===== config.mk =====
export PLATFORM = sky130hd
export DESIGN_NAME = ambient_light_dimming_curve_top
export DESIGN_NICKNAME = d
export VERILOG_FILES = /design/src/rtl/alc_pkg.sv /design/src/rtl/alc_window.sv /design/src/rtl/alc_interp.sv /design/src/rtl/ambient_light_dimming_curve_top.sv
export SDC_FILE = /design/constraint.sdc
export NUM_CORES = 1
export LEC_CHECK = 0
export BUFFER_PORTS_ARGS = -buffer_cell sky130_fd_sc_hd__buf_2
export CAP_MARGIN = 5
export CORE_MARGIN = 4
export CORE_UTILIZATION = 57
export CTS_CLUSTER_SIZE = 12
export DETAILED_ROUTE_END_ITERATION = 10
export HOLD_SLACK_MARGIN = 0.08
export MAX_ROUTING_LAYER = met4
export PLACE_DENSITY = 0.88
export SLEW_MARGIN = 20
export SYNTH_ARGS = -nofsm -noshare
export SYNTH_HDL_FRONTEND = slang
export SYNTH_SLANG_ARGS = --single-unit

===== constraint.sdc =====
create_clock -name i_clk -period 7.8 [get_ports i_clk]
set_input_delay 0.78 -clock i_clk [delete_from_list [all_inputs] [get_ports i_clk]]
set_output_delay 0.78 -clock i_clk [all_outputs]
set_load 0.01 [all_outputs]

===== src/rtl/alc_pkg.sv =====
`timescale 1ns / 1ps
`default_nettype none

package alc_pkg;

    localparam int WINDOW_DEPTH = 8;
    localparam int CURVE_POINTS = 12;
    localparam int CURVE_MAX    = 16;

    localparam int SAMPLE_W  = 16;
    localparam int DB_W      = 8;
    localparam int DUTY_W    = 9;
    localparam int TOTAL_W   = 19;
    localparam int SUM_MAX_W = 22;
    localparam int SEG_W     = 4;
    localparam int DATA_W    = 32;
    localparam int ADDR_W    = 3;

    localparam logic REG_CEILING  = 1'b0;
    localparam logic REG_DEADBAND = 1'b1;

    localparam logic [SAMPLE_W-1:0] CEILING_RST  = 16'hFFFF;
    localparam logic [DB_W-1:0]     DEADBAND_RST = 8'd4;

    typedef struct packed {
        logic [SAMPLE_W-1:0] ceiling;
        logic [DB_W-1:0]     deadband;
    } t_cfg;

    typedef enum logic [1:0] {
        T_IDLE,
        T_WIN,
        T_INTERP,
        T_HOLD
    } t_top_state;

    typedef enum logic {
        W_IDLE,
        W_UPDATE
    } t_win_state;

    typedef enum logic [1:0] {
        I_IDLE,
        I_SEARCH,
        I_MUL,
        I_DIV
    } t_int_state;

    // breakpoints of the curve, sensor sum axis
    function automatic logic [SAMPLE_W-1:0] curve_x(input logic [SEG_W-1:0] idx);
        logic [SAMPLE_W-1:0] v;
        case (idx)
            4'd0:    v = 16'd800;
            4'd1:    v = 16'd3400;
            4'd2:    v = 16'd4100;
            4'd3:    v = 16'd6200;
            4'd4:    v = 16'd8200;
            4'd5:    v = 16'd10100;
            4'd6:    v = 16'd20300;
            4'd7:    v = 16'd31500;
            4'd8:    v = 16'd44000;
            4'd9:    v = 16'd53800;
            4'd10:   v = 16'd57600;
            4'd11:   v = 16'd61800;
            4'd12:   v = 16'd63000;
            4'd13:   v = 16'd64000;
            4'd14:   v = 16'd65000;
            default: v = 16'd65535;
        endcase
        return v;
    endfunction

    // duty at each breakpoint
    function automatic logic [DUTY_W-1:0] curve_y(input logic [SEG_W-1:0] idx);
        logic [DUTY_W-1:0] v;
        case (idx)
            4'd0:    v = 9'd18;
            4'd1:    v = 9'd34;
            4'd2:    v = 9'd38;
            4'd3:    v = 9'd50;
            4'd4:    v = 9'd62;
            4'd5:    v = 9'd74;
            4'd6:    v = 9'd135;
            4'd7:    v = 9'd202;
            4'd8:    v = 9'd277;
            4'd9:    v = 9'd336;
            4'd10:   v = 9'd359;
            4'd11:   v = 9'd392;
            4'd12:   v = 9'd400;
            4'd13:   v = 9'd420;
            4'd14:   v = 9'd450;
            default: v = 9'd480;
        endcase
        return v;
    endfunction

endpackage

`default_nettype wire


===== src/rtl/alc_window.sv =====
`timescale 1ns / 1ps
`default_nettype none

module alc_window #(
    parameter int WINDOW_DEPTH = alc_pkg::WINDOW_DEPTH,
    parameter int SUM_W        = alc_pkg::SAMPLE_W + $clog2(WINDOW_DEPTH)
) (
    input  wire logic                          i_clk,
    input  wire logic                          i_rst_n,
    input  wire logic                          i_start,
    input  wire logic [alc_pkg::SAMPLE_W-1:0]  i_sample,
    input  wire alc_pkg::t_cfg                 i_cfg,
    output logic                               o_done,
    output logic [SUM_W-1:0]                   o_sum
);

    localparam int SLOT_W = $clog2(WINDOW_DEPTH);
    localparam logic [SLOT_W-1:0] LAST_SLOT = SLOT_W'(WINDOW_DEPTH - 1);

    alc_pkg::t_win_state r_state, n_state;
    logic [alc_pkg::SAMPLE_W-1:0] r_mem [WINDOW_DEPTH];
    logic [alc_pkg::SAMPLE_W-1:0] r_rd;
    logic [WINDOW_DEPTH-1:0]      r_valid, n_valid;
    logic [SUM_W-1:0]             r_sum, n_sum;
    logic [SLOT_W-1:0]            r_slot, n_slot;
    logic                         r_skip, n_skip;
    logic                         r_done, n_done;

    logic [alc_pkg::SAMPLE_W-1:0] old_val;
    logic [alc_pkg::SAMPLE_W-1:0] clamped;
    logic [alc_pkg::SAMPLE_W-1:0] mag;
    logic                         take;

    // entries never written read as zero
    assign old_val = r_valid[r_slot] ? r_rd : '0;
    assign clamped = (i_sample > i_cfg.ceiling) ? i_cfg.ceiling : i_sample;
    assign mag     = (clamped >= old_val) ? clamped - old_val : old_val - clamped;
    assign take    = (mag >= {{(alc_pkg::SAMPLE_W - alc_pkg::DB_W){1'b0}}, i_cfg.deadband});

    always_comb begin
        n_state = r_state;
        n_valid = r_valid;
        n_sum   = r_sum;
        n_slot  = r_slot;
        n_skip  = r_skip;
        n_done  = 1'b0;
        case (r_state)
            alc_pkg::W_IDLE: begin
                if (i_start) begin
                    if (r_skip) begin
                        n_skip = 1'b0;
                        n_done = 1'b1;
                    end else begin
                        n_state = alc_pkg::W_UPDATE;
                    end
                end
            end
            alc_pkg::W_UPDATE: begin
                if (take) begin
                    n_sum           = r_sum - SUM_W'(old_val) + SUM_W'(clamped);
                    n_valid[r_slot] = 1'b1;
                end
                n_slot  = (r_slot == LAST_SLOT) ? '0 : r_slot + 1'b1;
                n_skip  = 1'b1;
                n_done  = 1'b1;
                n_state = alc_pkg::W_IDLE;
            end
            default: n_state = alc_pkg::W_IDLE;
        endcase
    end

    always_ff @(posedge i_clk) begin
        if (!i_rst_n) begin
            r_state <= alc_pkg::W_IDLE;
            r_valid <= '0;
            r_sum   <= '0;
            r_slot  <= '0;
            r_skip  <= 1'b0;
            r_done  <= 1'b0;
        end else begin
            r_state <= n_state;
            r_valid <= n_valid;
            r_sum   <= n_sum;
            r_slot  <= n_slot;
            r_skip  <= n_skip;
            r_done  <= n_done;
        end
    end

    always_ff @(posedge i_clk) begin
        if (r_state == alc_pkg::W_UPDATE && take) begin
            r_mem[r_slot] <= clamped;
        end
        r_rd <= r_mem[r_slot];
    end

    assign o_done = r_done;
    assign o_sum  = r_sum;

    // every finished word flips the phase
    a_skip_toggles: assert property (@(posedge i_clk) disable iff (!i_rst_n)
        r_done |-> r_skip != $past(r_skip))
        else $error("skip phase did not toggle");

endmodule

`default_nettype wire


===== src/rtl/alc_interp.sv =====
`timescale 1ns / 1ps
`default_nettype none

module alc_interp #(
    parameter int SUM_W = alc_pkg::SAMPLE_W + $clog2(alc_pkg::WINDOW_DEPTH)
) (
    input  wire logic                        i_clk,
    input  wire logic                        i_rst_n,
    input  wire logic                        i_start,
    input  wire logic [SUM_W-1:0]            i_sum,
    output logic                             o_done,
    output logic [alc_pkg::DUTY_W-1:0]       o_duty
);

    localparam int XW    = alc_pkg::SAMPLE_W;
    localparam int YW    = alc_pkg::DUTY_W;
    localparam int SW    = alc_pkg::SEG_W;
    localparam int PW    = XW + YW;
    localparam int CNT_W = $clog2(YW);
    localparam logic [SW-1:0]    LAST_PT  = SW'(alc_pkg::CURVE_POINTS - 1);
    localparam logic [SW-1:0]    LAST_SEG = SW'(alc_pkg::CURVE_POINTS - 2);
    localparam logic [CNT_W-1:0] LAST_BIT = CNT_W'(YW - 1);

    alc_pkg::t_int_state r_state, n_state;
    logic [SUM_W-1:0] r_s, n_s;
    logic [SW-1:0]    r_seg, n_seg;
    logic [YW-1:0]    r_y0, n_y0;
    logic [YW-1:0]    r_dy, n_dy;
    logic             r_down, n_down;
    logic [XW-1:0]    r_diff, n_diff;
    logic [XW-1:0]    r_dx, n_dx;
    logic [XW-1:0]    r_rem, n_rem;
    logic [YW-1:0]    r_low, n_low;
    logic [YW-1:0]    r_quo, n_quo;
    logic [CNT_W-1:0] r_cnt, n_cnt;
    logic             r_done, n_done;
    logic [YW-1:0]    r_duty, n_duty;

    logic [XW-1:0] x0, x1;
    logic [YW-1:0] y0, y1;
    logic          hit;
    logic [PW-1:0] prod;
    logic [XW:0]   trial;
    logic          ge;
    logic [YW-1:0] quo_next;

    assign x0  = alc_pkg::curve_x(r_seg);
    assign x1  = alc_pkg::curve_x(r_seg + 1'b1);
    assign y0  = alc_pkg::curve_y(r_seg);
    assign y1  = alc_pkg::curve_y(r_seg + 1'b1);
    assign hit = (x1 > x0) && (r_s >= SUM_W'(x0)) && (r_s < SUM_W'(x1));

    assign prod     = PW'(r_dy) * PW'(r_diff);
    // restoring divide, one quotient bit a cycle
    assign trial    = {r_rem, r_low[YW-1]};
    assign ge       = (trial >= {1'b0, r_dx});
    assign quo_next = {r_quo[YW-2:0], ge};

    always_comb begin
        n_state = r_state;
        n_s     = r_s;
        n_seg   = r_seg;
        n_y0    = r_y0;
        n_dy    = r_dy;
        n_down  = r_down;
        n_diff  = r_diff;
        n_dx    = r_dx;
        n_rem   = r_rem;
        n_low   = r_low;
        n_quo   = r_quo;
        n_cnt   = r_cnt;
        n_duty  = r_duty;
        n_done  = 1'b0;
        case (r_state)
            alc_pkg::I_IDLE: begin
                if (i_start) begin
                    n_s = i_sum;
                    if (i_sum <= SUM_W'(alc_pkg::curve_x('0))) begin
                        n_duty = alc_pkg::curve_y('0);
                        n_done = 1'b1;
                    end else if (i_sum >= SUM_W'(alc_pkg::curve_x(LAST_PT))) begin
                        n_duty = alc_pkg::curve_y(LAST_PT);
                        n_done = 1'b1;
                    end else begin
                        n_seg   = '0;
                        n_state = alc_pkg::I_SEARCH;
                    end
                end
            end
            alc_pkg::I_SEARCH: begin
                if (hit) begin
                    n_y0    = y0;
                    n_down  = (y1 < y0);
                    n_dy    = (y1 < y0) ? y0 - y1 : y1 - y0;
                    n_diff  = XW'(r_s - SUM_W'(x0));
                    n_dx    = x1 - x0;
                    n_state = alc_pkg::I_MUL;
                end else if (r_seg == LAST_SEG) begin
                    n_duty  = alc_pkg::curve_y(LAST_PT);
                    n_done  = 1'b1;
                    n_state = alc_pkg::I_IDLE;
                end else begin
                    n_seg = r_seg + 1'b1;
                end
            end
            alc_pkg::I_MUL: begin
                // quotient stays below dy, so the top bits start below dx
                n_rem   = prod[PW-1:YW];
                n_low   = prod[YW-1:0];
                n_quo   = '0;
                n_cnt   = '0;
                n_state = alc_pkg::I_DIV;
            end
            alc_pkg::I_DIV: begin
                n_rem = ge ? XW'(trial - {1'b0, r_dx}) : trial[XW-1:0];
                n_low = {r_low[YW-2:0], 1'b0};
                n_quo = quo_next;
                n_cnt = r_cnt + 1'b1;
                if (r_cnt == LAST_BIT) begin
                    n_duty  = r_down ? r_y0 - quo_next : r_y0 + quo_next;
                    n_done  = 1'b1;
                    n_state = alc_pkg::I_IDLE;
                end
            end
            default: n_state = alc_pkg::I_IDLE;
        endcase
    end

    always_ff @(posedge i_clk) begin
        if (!i_rst_n) begin
            r_state <= alc_pkg::I_IDLE;
            r_done  <= 1'b0;
            r_cnt   <= '0;
            r_seg   <= '0;
        end else begin
            r_state <= n_state;
            r_done  <= n_done;
            r_cnt   <= n_cnt;
            r_seg   <= n_seg;
        end
    end

    always_ff @(posedge i_clk) begin
        r_s    <= n_s;
        r_y0   <= n_y0;
        r_dy   <= n_dy;
        r_down <= n_down;
        r_diff <= n_diff;
        r_dx   <= n_dx;
        r_rem  <= n_rem;
        r_low  <= n_low;
        r_quo  <= n_quo;
        r_duty <= n_duty;
    end

    assign o_done = r_done;
    assign o_duty = r_duty;

    a_rem_below_dx: assert property (@(posedge i_clk) disable iff (!i_rst_n)
        (r_state == alc_pkg::I_DIV) |-> (r_rem < r_dx))
        else $error("divider remainder out of range");

    a_seg_in_range: assert property (@(posedge i_clk) disable iff (!i_rst_n)
        (r_state == alc_pkg::I_SEARCH) |-> (r_seg <= LAST_SEG))
        else $error("segment index past last segment");

endmodule

`default_nettype wire


===== src/rtl/ambient_light_dimming_curve_top.sv =====
// channel   direction  handshake          payload
// input     in         i_valid / o_stall  i_light_sample[15:0]
// output    out        o_valid / i_stall  o_duty_value[8:0], o_window_total[18:0]
// config    in         APB write/read     paddr[2:0], pwdata[31:0], prdata[31:0]
//
// a sum off either end of the curve takes the shortest path from the accepting edge to o_valid;
// a used word adds a window read-modify-write, and the rest is the segment search at one
// curve point a cycle and a 9-step restoring divider
// reset is synchronous and active low; it clears the window, the sum and the phase
// the input is stalled while a word is in work and reopens the cycle after its result loads;
// one finished result can wait in the output register under stall while the next is taken
`timescale 1ns / 1ps
`default_nettype none

module ambient_light_dimming_curve_top #(
    parameter int WINDOW_DEPTH = alc_pkg::WINDOW_DEPTH
) (
    input  wire logic                           i_clk,
    input  wire logic                           i_rst_n,
    input  wire logic                           i_valid,
    output logic                                o_stall,
    input  wire logic [alc_pkg::SAMPLE_W-1:0]   i_light_sample,
    output logic                                o_valid,
    input  wire logic                           i_stall,
    output logic [alc_pkg::DUTY_W-1:0]          o_duty_value,
    output logic [alc_pkg::TOTAL_W-1:0]         o_window_total,
    input  wire logic                           psel,
    input  wire logic                           penable,
    input  wire logic                           pwrite,
    input  wire logic [alc_pkg::ADDR_W-1:0]     paddr,
    input  wire logic [alc_pkg::DATA_W-1:0]     pwdata,
    output logic [alc_pkg::DATA_W-1:0]          prdata,
    output logic                                pready
);

    localparam int SUM_W = alc_pkg::SAMPLE_W + $clog2(WINDOW_DEPTH);

    alc_pkg::t_top_state r_state, n_state;
    alc_pkg::t_cfg       r_cfg;
    logic [alc_pkg::SAMPLE_W-1:0] r_sample;
    logic                         r_out_valid, n_out_valid;
    logic [alc_pkg::DUTY_W-1:0]   r_duty_out;
    logic [alc_pkg::TOTAL_W-1:0]  r_total_out;

    logic                         accept;
    logic                         win_done;
    logic [SUM_W-1:0]             win_sum;
    logic                         int_done;
    logic [alc_pkg::DUTY_W-1:0]   int_duty;
    logic                         int_start;
    logic                         out_free;
    logic                         load;
    logic                         cfg_wr;
    logic [alc_pkg::SUM_MAX_W-1:0] sum_wide;

    assign o_stall   = (r_state != alc_pkg::T_IDLE);
    assign accept    = i_valid && !o_stall;
    assign out_free  = !r_out_valid || !i_stall;
    assign int_start = (r_state == alc_pkg::T_WIN) && win_done;
    assign sum_wide  = alc_pkg::SUM_MAX_W'(win_sum);

    alc_window #(
        .WINDOW_DEPTH (WINDOW_DEPTH),
        .SUM_W        (SUM_W)
    ) u_window (
        .i_clk    (i_clk),
        .i_rst_n  (i_rst_n),
        .i_start  (accept),
        .i_sample (r_sample),
        .i_cfg    (r_cfg),
        .o_done   (win_done),
        .o_sum    (win_sum)
    );

    alc_interp #(
        .SUM_W (SUM_W)
    ) u_interp (
        .i_clk   (i_clk),
        .i_rst_n (i_rst_n),
        .i_start (int_start),
        .i_sum   (win_sum),
        .o_done  (int_done),
        .o_duty  (int_duty)
    );

    always_comb begin
        n_state = r_state;
        load    = 1'b0;
        case (r_state)
            alc_pkg::T_IDLE: begin
                if (accept) n_state = alc_pkg::T_WIN;
            end
            alc_pkg::T_WIN: begin
                if (win_done) n_state = alc_pkg::T_INTERP;
            end
            alc_pkg::T_INTERP: begin
                if (int_done) begin
                    if (out_free) begin
                        load    = 1'b1;
                        n_state = alc_pkg::T_IDLE;
                    end else begin
                        n_state = alc_pkg::T_HOLD;
                    end
                end
            end
            alc_pkg::T_HOLD: begin
                if (out_free) begin
                    load    = 1'b1;
                    n_state = alc_pkg::T_IDLE;
                end
            end
            default: n_state = alc_pkg::T_IDLE;
        endcase
    end

    always_comb begin
        n_out_valid = r_out_valid;
        if (r_out_valid && !i_stall) n_out_valid = 1'b0;
        if (load) n_out_valid = 1'b1;
    end

    assign cfg_wr = psel && penable && pwrite && pready;

    always_ff @(posedge i_clk) begin
        if (!i_rst_n) begin
            r_state          <= alc_pkg::T_IDLE;
            r_out_valid      <= 1'b0;
            r_cfg.ceiling    <= alc_pkg::CEILING_RST;
            r_cfg.deadband   <= alc_pkg::DEADBAND_RST;
        end else begin
            r_state     <= n_state;
            r_out_valid <= n_out_valid;
            if (cfg_wr) begin
                case (paddr[2])
                    alc_pkg::REG_CEILING:  r_cfg.ceiling  <= pwdata[alc_pkg::SAMPLE_W-1:0];
                    alc_pkg::REG_DEADBAND: r_cfg.deadband <= pwdata[alc_pkg::DB_W-1:0];
                    default: ;
                endcase
            end
        end
    end

    always_ff @(posedge i_clk) begin
        if (accept) r_sample <= i_light_sample;
        if (load) begin
            r_duty_out  <= int_duty;
            r_total_out <= sum_wide[alc_pkg::TOTAL_W-1:0];
        end
    end

    always_comb begin
        case (paddr[2])
            alc_pkg::REG_CEILING:
                prdata = alc_pkg::DATA_W'(r_cfg.ceiling);
            alc_pkg::REG_DEADBAND:
                prdata = alc_pkg::DATA_W'(r_cfg.deadband);
            default:
                prdata = '0;
        endcase
    end

    assign pready         = 1'b1;
    assign o_valid        = r_out_valid;
    assign o_duty_value   = r_duty_out;
    assign o_window_total = r_total_out;

    a_win_done_in_win: assert property (@(posedge i_clk) disable iff (!i_rst_n)
        win_done |-> (r_state == alc_pkg::T_WIN))
        else $error("window finished outside its step");

    a_int_done_in_interp: assert property (@(posedge i_clk) disable iff (!i_rst_n)
        int_done |-> (r_state == alc_pkg::T_INTERP))
        else $error("interpolator finished outside its step");

endmodule

`default_nettype wire

==> flow_summary_export.csv <==
group,metric,value,unit
critical_path,reg2reg_depth,31,
run_status,status,"complete, no violations",
critical_path,cp_num_buf_inv,3,
synthesis,yosysSeqAreaShare,0.403,
global_route,grt_overflow,0,
worst_hold_path,hold_path_end,"r_sample[2]",
route,wirelength,68000,µm
place,place.gp.congestion,0.974,
critical_path,worst_setup_path_start_kind,"flop",
floorplan,coreArea,45800,µm²
critical_path,criticalPathCategory,"reg -> reg",
critical_path,timing.critical_path.required,8.14,ns
synthesis,fraction_of_the_mapped_netlist_area_in_simple_logic_gates,0.129,
route,drt.antenna.violating_nets,0,
synthesis,synthMuxAreaShare,0.0244,
critical_path,largest_stage_delay_on_the_critical_path,0.49,ns
floorplan,floorplan.die.height,224,µm
timing,fmax,0.135,GHz
final_layout,instances_no_fill,3349,
synthesis,synth_top_cells_by_area,"sky130_fd_sc_hd__edfxtp_1 (32%), sky130_fd_sc_hd__ha_1 (11%), sky130_fd_sc_hd__fa_1 (9.2%)",
global_route,number_of_antenna_violations_at_the_first_check_in_global_routing,0,
synthesis,post_synth.cell_area_avg,10.1,µm²
final_layout,multiInputGateArea,14300,µm²
floorplan,floorplan_row_count,78,
place,placedCellCount,3270,
timing,slew-limit-headroom,0.273,
timing,final_hold_viol_count,0,
critical_path,critical_path_s_top_delay_family,"compound AO/OA/AOI/OAI gates",
route,first_pass_iters,6,
power_and_ir_drop,power.static_leakage,12.3,nW
synthesis,synth_area_in_compound_gates,0.149,
final_layout,regArea,10700,µm²
cts,clock_tree_from_tritoncts,"done",
timing,worst_pin_slew,1.09,ns
synthesis,syn-cell-area,26600,µm²
cts,cts.clk_slew.worst_paths,0.06,ns
synthesis,synth_cells,2643,
critical_path,cpMaxStageDelayCell,"sky130_fd_sc_hd__fa_1",
power_and_ir_drop,power.density,181,nW/µm²
synthesis,yosys_warnings,0,
cts,cts-buffers-inserted,42,
place,hpwl,50400,µm
synthesis,synth_enable_flop_cells,284,
floorplan,start_util,0.581,
power_and_ir_drop,total_power,5.28,mW
synthesis,synth_top_flop_cell,"sky130_fd_sc_hd__edfxtp_1",
route,drc_marker_count_from_the_first_detailed_route_iteration,1863,
floorplan,die_width,224,µm
critical_path,crit_path_capture_type,"flop",
synthesis,largest_family_of_logic_cells_by_synthesized_area,"adder cells",
cts,clkLatencyLatePin,0.58,ns
final_layout,filler_cell_count,3420,
route,drt_drc_violations_left,0,
cts,cts-htree-levels,2,
floorplan,pin_count,121,
route,routed_via_count,20400,
critical_path,timing.critical_path.fanout_max,16,
critical_path,r2r_end,"u_window.r_mem[0][3]",
synthesis,yosysMostFrequentCell,"sky130_fd_sc_hd__inv_1",
cts,hold_buffers,0,
floorplan,area_of_the_die,50200,µm²
timing,period_minus_slack,7.38,ns
critical_path,worst_path_most_repeated_cell,"sky130_fd_sc_hd__a21oi_1",
flow_run,drv.max_cap_violation_count,0,
worst_hold_path,worst_hold_path_type,"in -> reg",
timing,timing_max_transition_violations_final,0,
route,wire_per_inst,20.3,µm
synthesis,synthDistinctLibCells,78,
cts,cts-root-buf,"sky130_fd_sc_hd__clkbuf_16",
global_route,wire_length_of_the_first_global_routing_pass,109000,µm
final_layout,fin_area,29200,µm²
cts,clkSinkCount,394,
critical_path,crit_reg_reg_startpoint,"r_sample[9]",
global_route,first_global_vias,20800,
timing,finalSetupViolations,0,
global_route,global_route.usage.total,0.277,
power_and_ir_drop,irDropWorstVdd,0.000211,V
worst_hold_path,hold_path.startpoint,"i_light_sample[2]",
timing,setup_total_negative_slack,0,ns
final_layout,antennaDiodeCount,0,
synthesis,post-synth-top-area-cell,"sky130_fd_sc_hd__edfxtp_1",
place,detailed_place.area,27900,µm²
cts,clockBufferDepth,3,
synthesis,synth-async-reset-ratio,0,
synthesis,post_synth_fa_ha_maj_area_fraction,0.198,
timing,final.setup_skew,0.0222,ns
critical_path,timing.reg2reg.setup_slack,0.42,ns
final_layout,areaGrowthSynthToFinish,9.85,%
timing,timing.final.crit_share,0.946,
worst_hold_path,whs_path_depth,1,
critical_path,worst_ep_arrival_time,7.72,ns
final_layout,fraction_of_final_layout_cells_with_drive_strength_greater_than_1,0.0939,
final_layout,design.final.nets,3121,
synthesis,netlist_top_cells_count,"sky130_fd_sc_hd__inv_1 (291), sky130_fd_sc_hd__edfxtp_1 (284), sky130_fd_sc_hd__nand2_1 (268)",
place,io_buffers,85,
synthesis,synth_xor_area_frac,0.0329,
route,avgViaCountPerCell,6.09,
synthesis,post-synth-top-area-fraction,0.321,
global_route,grt_start_max_net_pins,69,
synthesis,synth.ff_latch_count,394,
[worst max-delay path by stage]
stage | startpoint | endpoint | depth (start not counted) | slack (ns)
floorplan | r_cfg[17] | u_window.r_mem[3][0] | 32 | -0.17
detailed placement | r_cfg[17] | u_window.r_mem[3][3] | 32 | 0.22
CTS | r_cfg[17] | u_window.r_mem[3][3] | 32 | 0.11
finish | r_sample[9] | u_window.r_mem[0][3] | 31 | 0.42
global route | r_cfg[17] | u_window.r_mem[6][14] | 34 | -0.006
global placement | r_cfg[17] | u_window.r_mem[5][3] | 32 | 0.26
[final cells by class]
type,count,area share
clock inverters,13,0.00454
well taps,600,0.0257
multi-input cells,1840,0.491
repair buffers,146,0.0340
flip-flops and latches,394,0.367
clock buffers,64,0.0402
inverters,292,0.0375
[flip-flops by register name (all words and copies together) (netlist names), 15 cells and up, named ones only]
register / cells
u_window.r_mem: 128
u_interp.x0: 15
u_interp.r_dx: 16
u_window.o_sum: 19
u_window.r_rd: 16
o_window_total: 19
u_interp.r_s: 19
u_interp.r_rem: 16
u_interp.r_diff: 16
r_sample: 16
r_cfg: 24
[metal layers]
layer | track usage | vias to the layer above | wire length, µm
met2 | 0.468 | 863 | 34000
met1 | 0.336 | 9895 | 26500
met5 | - | - | 0
met3 | 0.0346 | 219 | 4120
met4 | 0.125 | 0 | 3410
li1 | - | 9434 | -
[per-stage QoR]
| stage | hold slack (ns) | util | setup slack (ns) |
|---|---|---|---|
| after detailed placement | 0.405 | 0.609 | 0.221 |
| after global routing | 0.354 | 0.639 | -0.00557 |
| after CTS | 0.350 | 0.637 | 0.114 |
| final | 0.371 | 0.639 | 0.420 |
| after global placement | 0.402 | 0.609 | 0.255 |
| after floorplan | 0.400 | - | -0.172 |
[cells in the final DEF, fill, tap and decap left out, types with 12 or more instances in the layout]
master	Yosys	routed
sky130_fd_sc_hd__inv_1	291	291
sky130_fd_sc_hd__edfxtp_1	284	284
sky130_fd_sc_hd__nand2_1	268	268
sky130_fd_sc_hd__ha_1	225	225
sky130_fd_sc_hd__nor2_1	147	146
sky130_fd_sc_hd__a21oi_1	132	131
sky130_fd_sc_hd__fa_1	122	122
sky130_fd_sc_hd__dfxtp_1	110	109
sky130_fd_sc_hd__o21ai_0	100	99
sky130_fd_sc_hd__buf_2	11	85
sky130_fd_sc_hd__xnor2_1	74	74
sky130_fd_sc_hd__a22oi_1	72	72
sky130_fd_sc_hd__and2_1	60	60
sky130_fd_sc_hd__buf_4	18	52
sky130_fd_sc_hd__a21o_1	50	50
sky130_fd_sc_hd__nand3_1	49	49
sky130_fd_sc_hd__nor3_1	46	43
sky130_fd_sc_hd__clkbuf_16	0	43
sky130_fd_sc_hd__nand4_1	39	39
sky130_fd_sc_hd__mux2i_1	40	39
sky130_fd_sc_hd__o211ai_1	39	39
sky130_fd_sc_hd__nor2b_1	38	38
sky130_fd_sc_hd__a31oi_1	27	26
sky130_fd_sc_hd__xor2_1	26	26
sky130_fd_sc_hd__nand2b_1	24	24
sky130_fd_sc_hd__mux2_2	22	22
sky130_fd_sc_hd__a211oi_1	20	20
sky130_fd_sc_hd__clkbuf_1	93	19
sky130_fd_sc_hd__and3_1	19	18
sky130_fd_sc_hd__o21a_1	17	17
sky130_fd_sc_hd__conb_1	2	17
sky130_fd_sc_hd__o21bai_1	13	13
sky130_fd_sc_hd__a32oi_1	12	12
[power breakdown]
part           switching (mW)  internal [mW]
sequential             0.0709           2.32
clock                   0.826           1.08
combinational           0.589          0.387
[logic make-up after synthesis]
family | after synthesis
other cells | 2
fa+ha+maj | 347
compound gates | 585
flops | 394
buf+inv | 424
simple gates | 729
xor+xnor | 100
mux | 62
[repair_timing]
item                       in CTS  in global routing
setup buffers                   0                  1
resized for setup               0                  7
setup endpoints to repair       0                141
(Power assumes the default switching activity.)
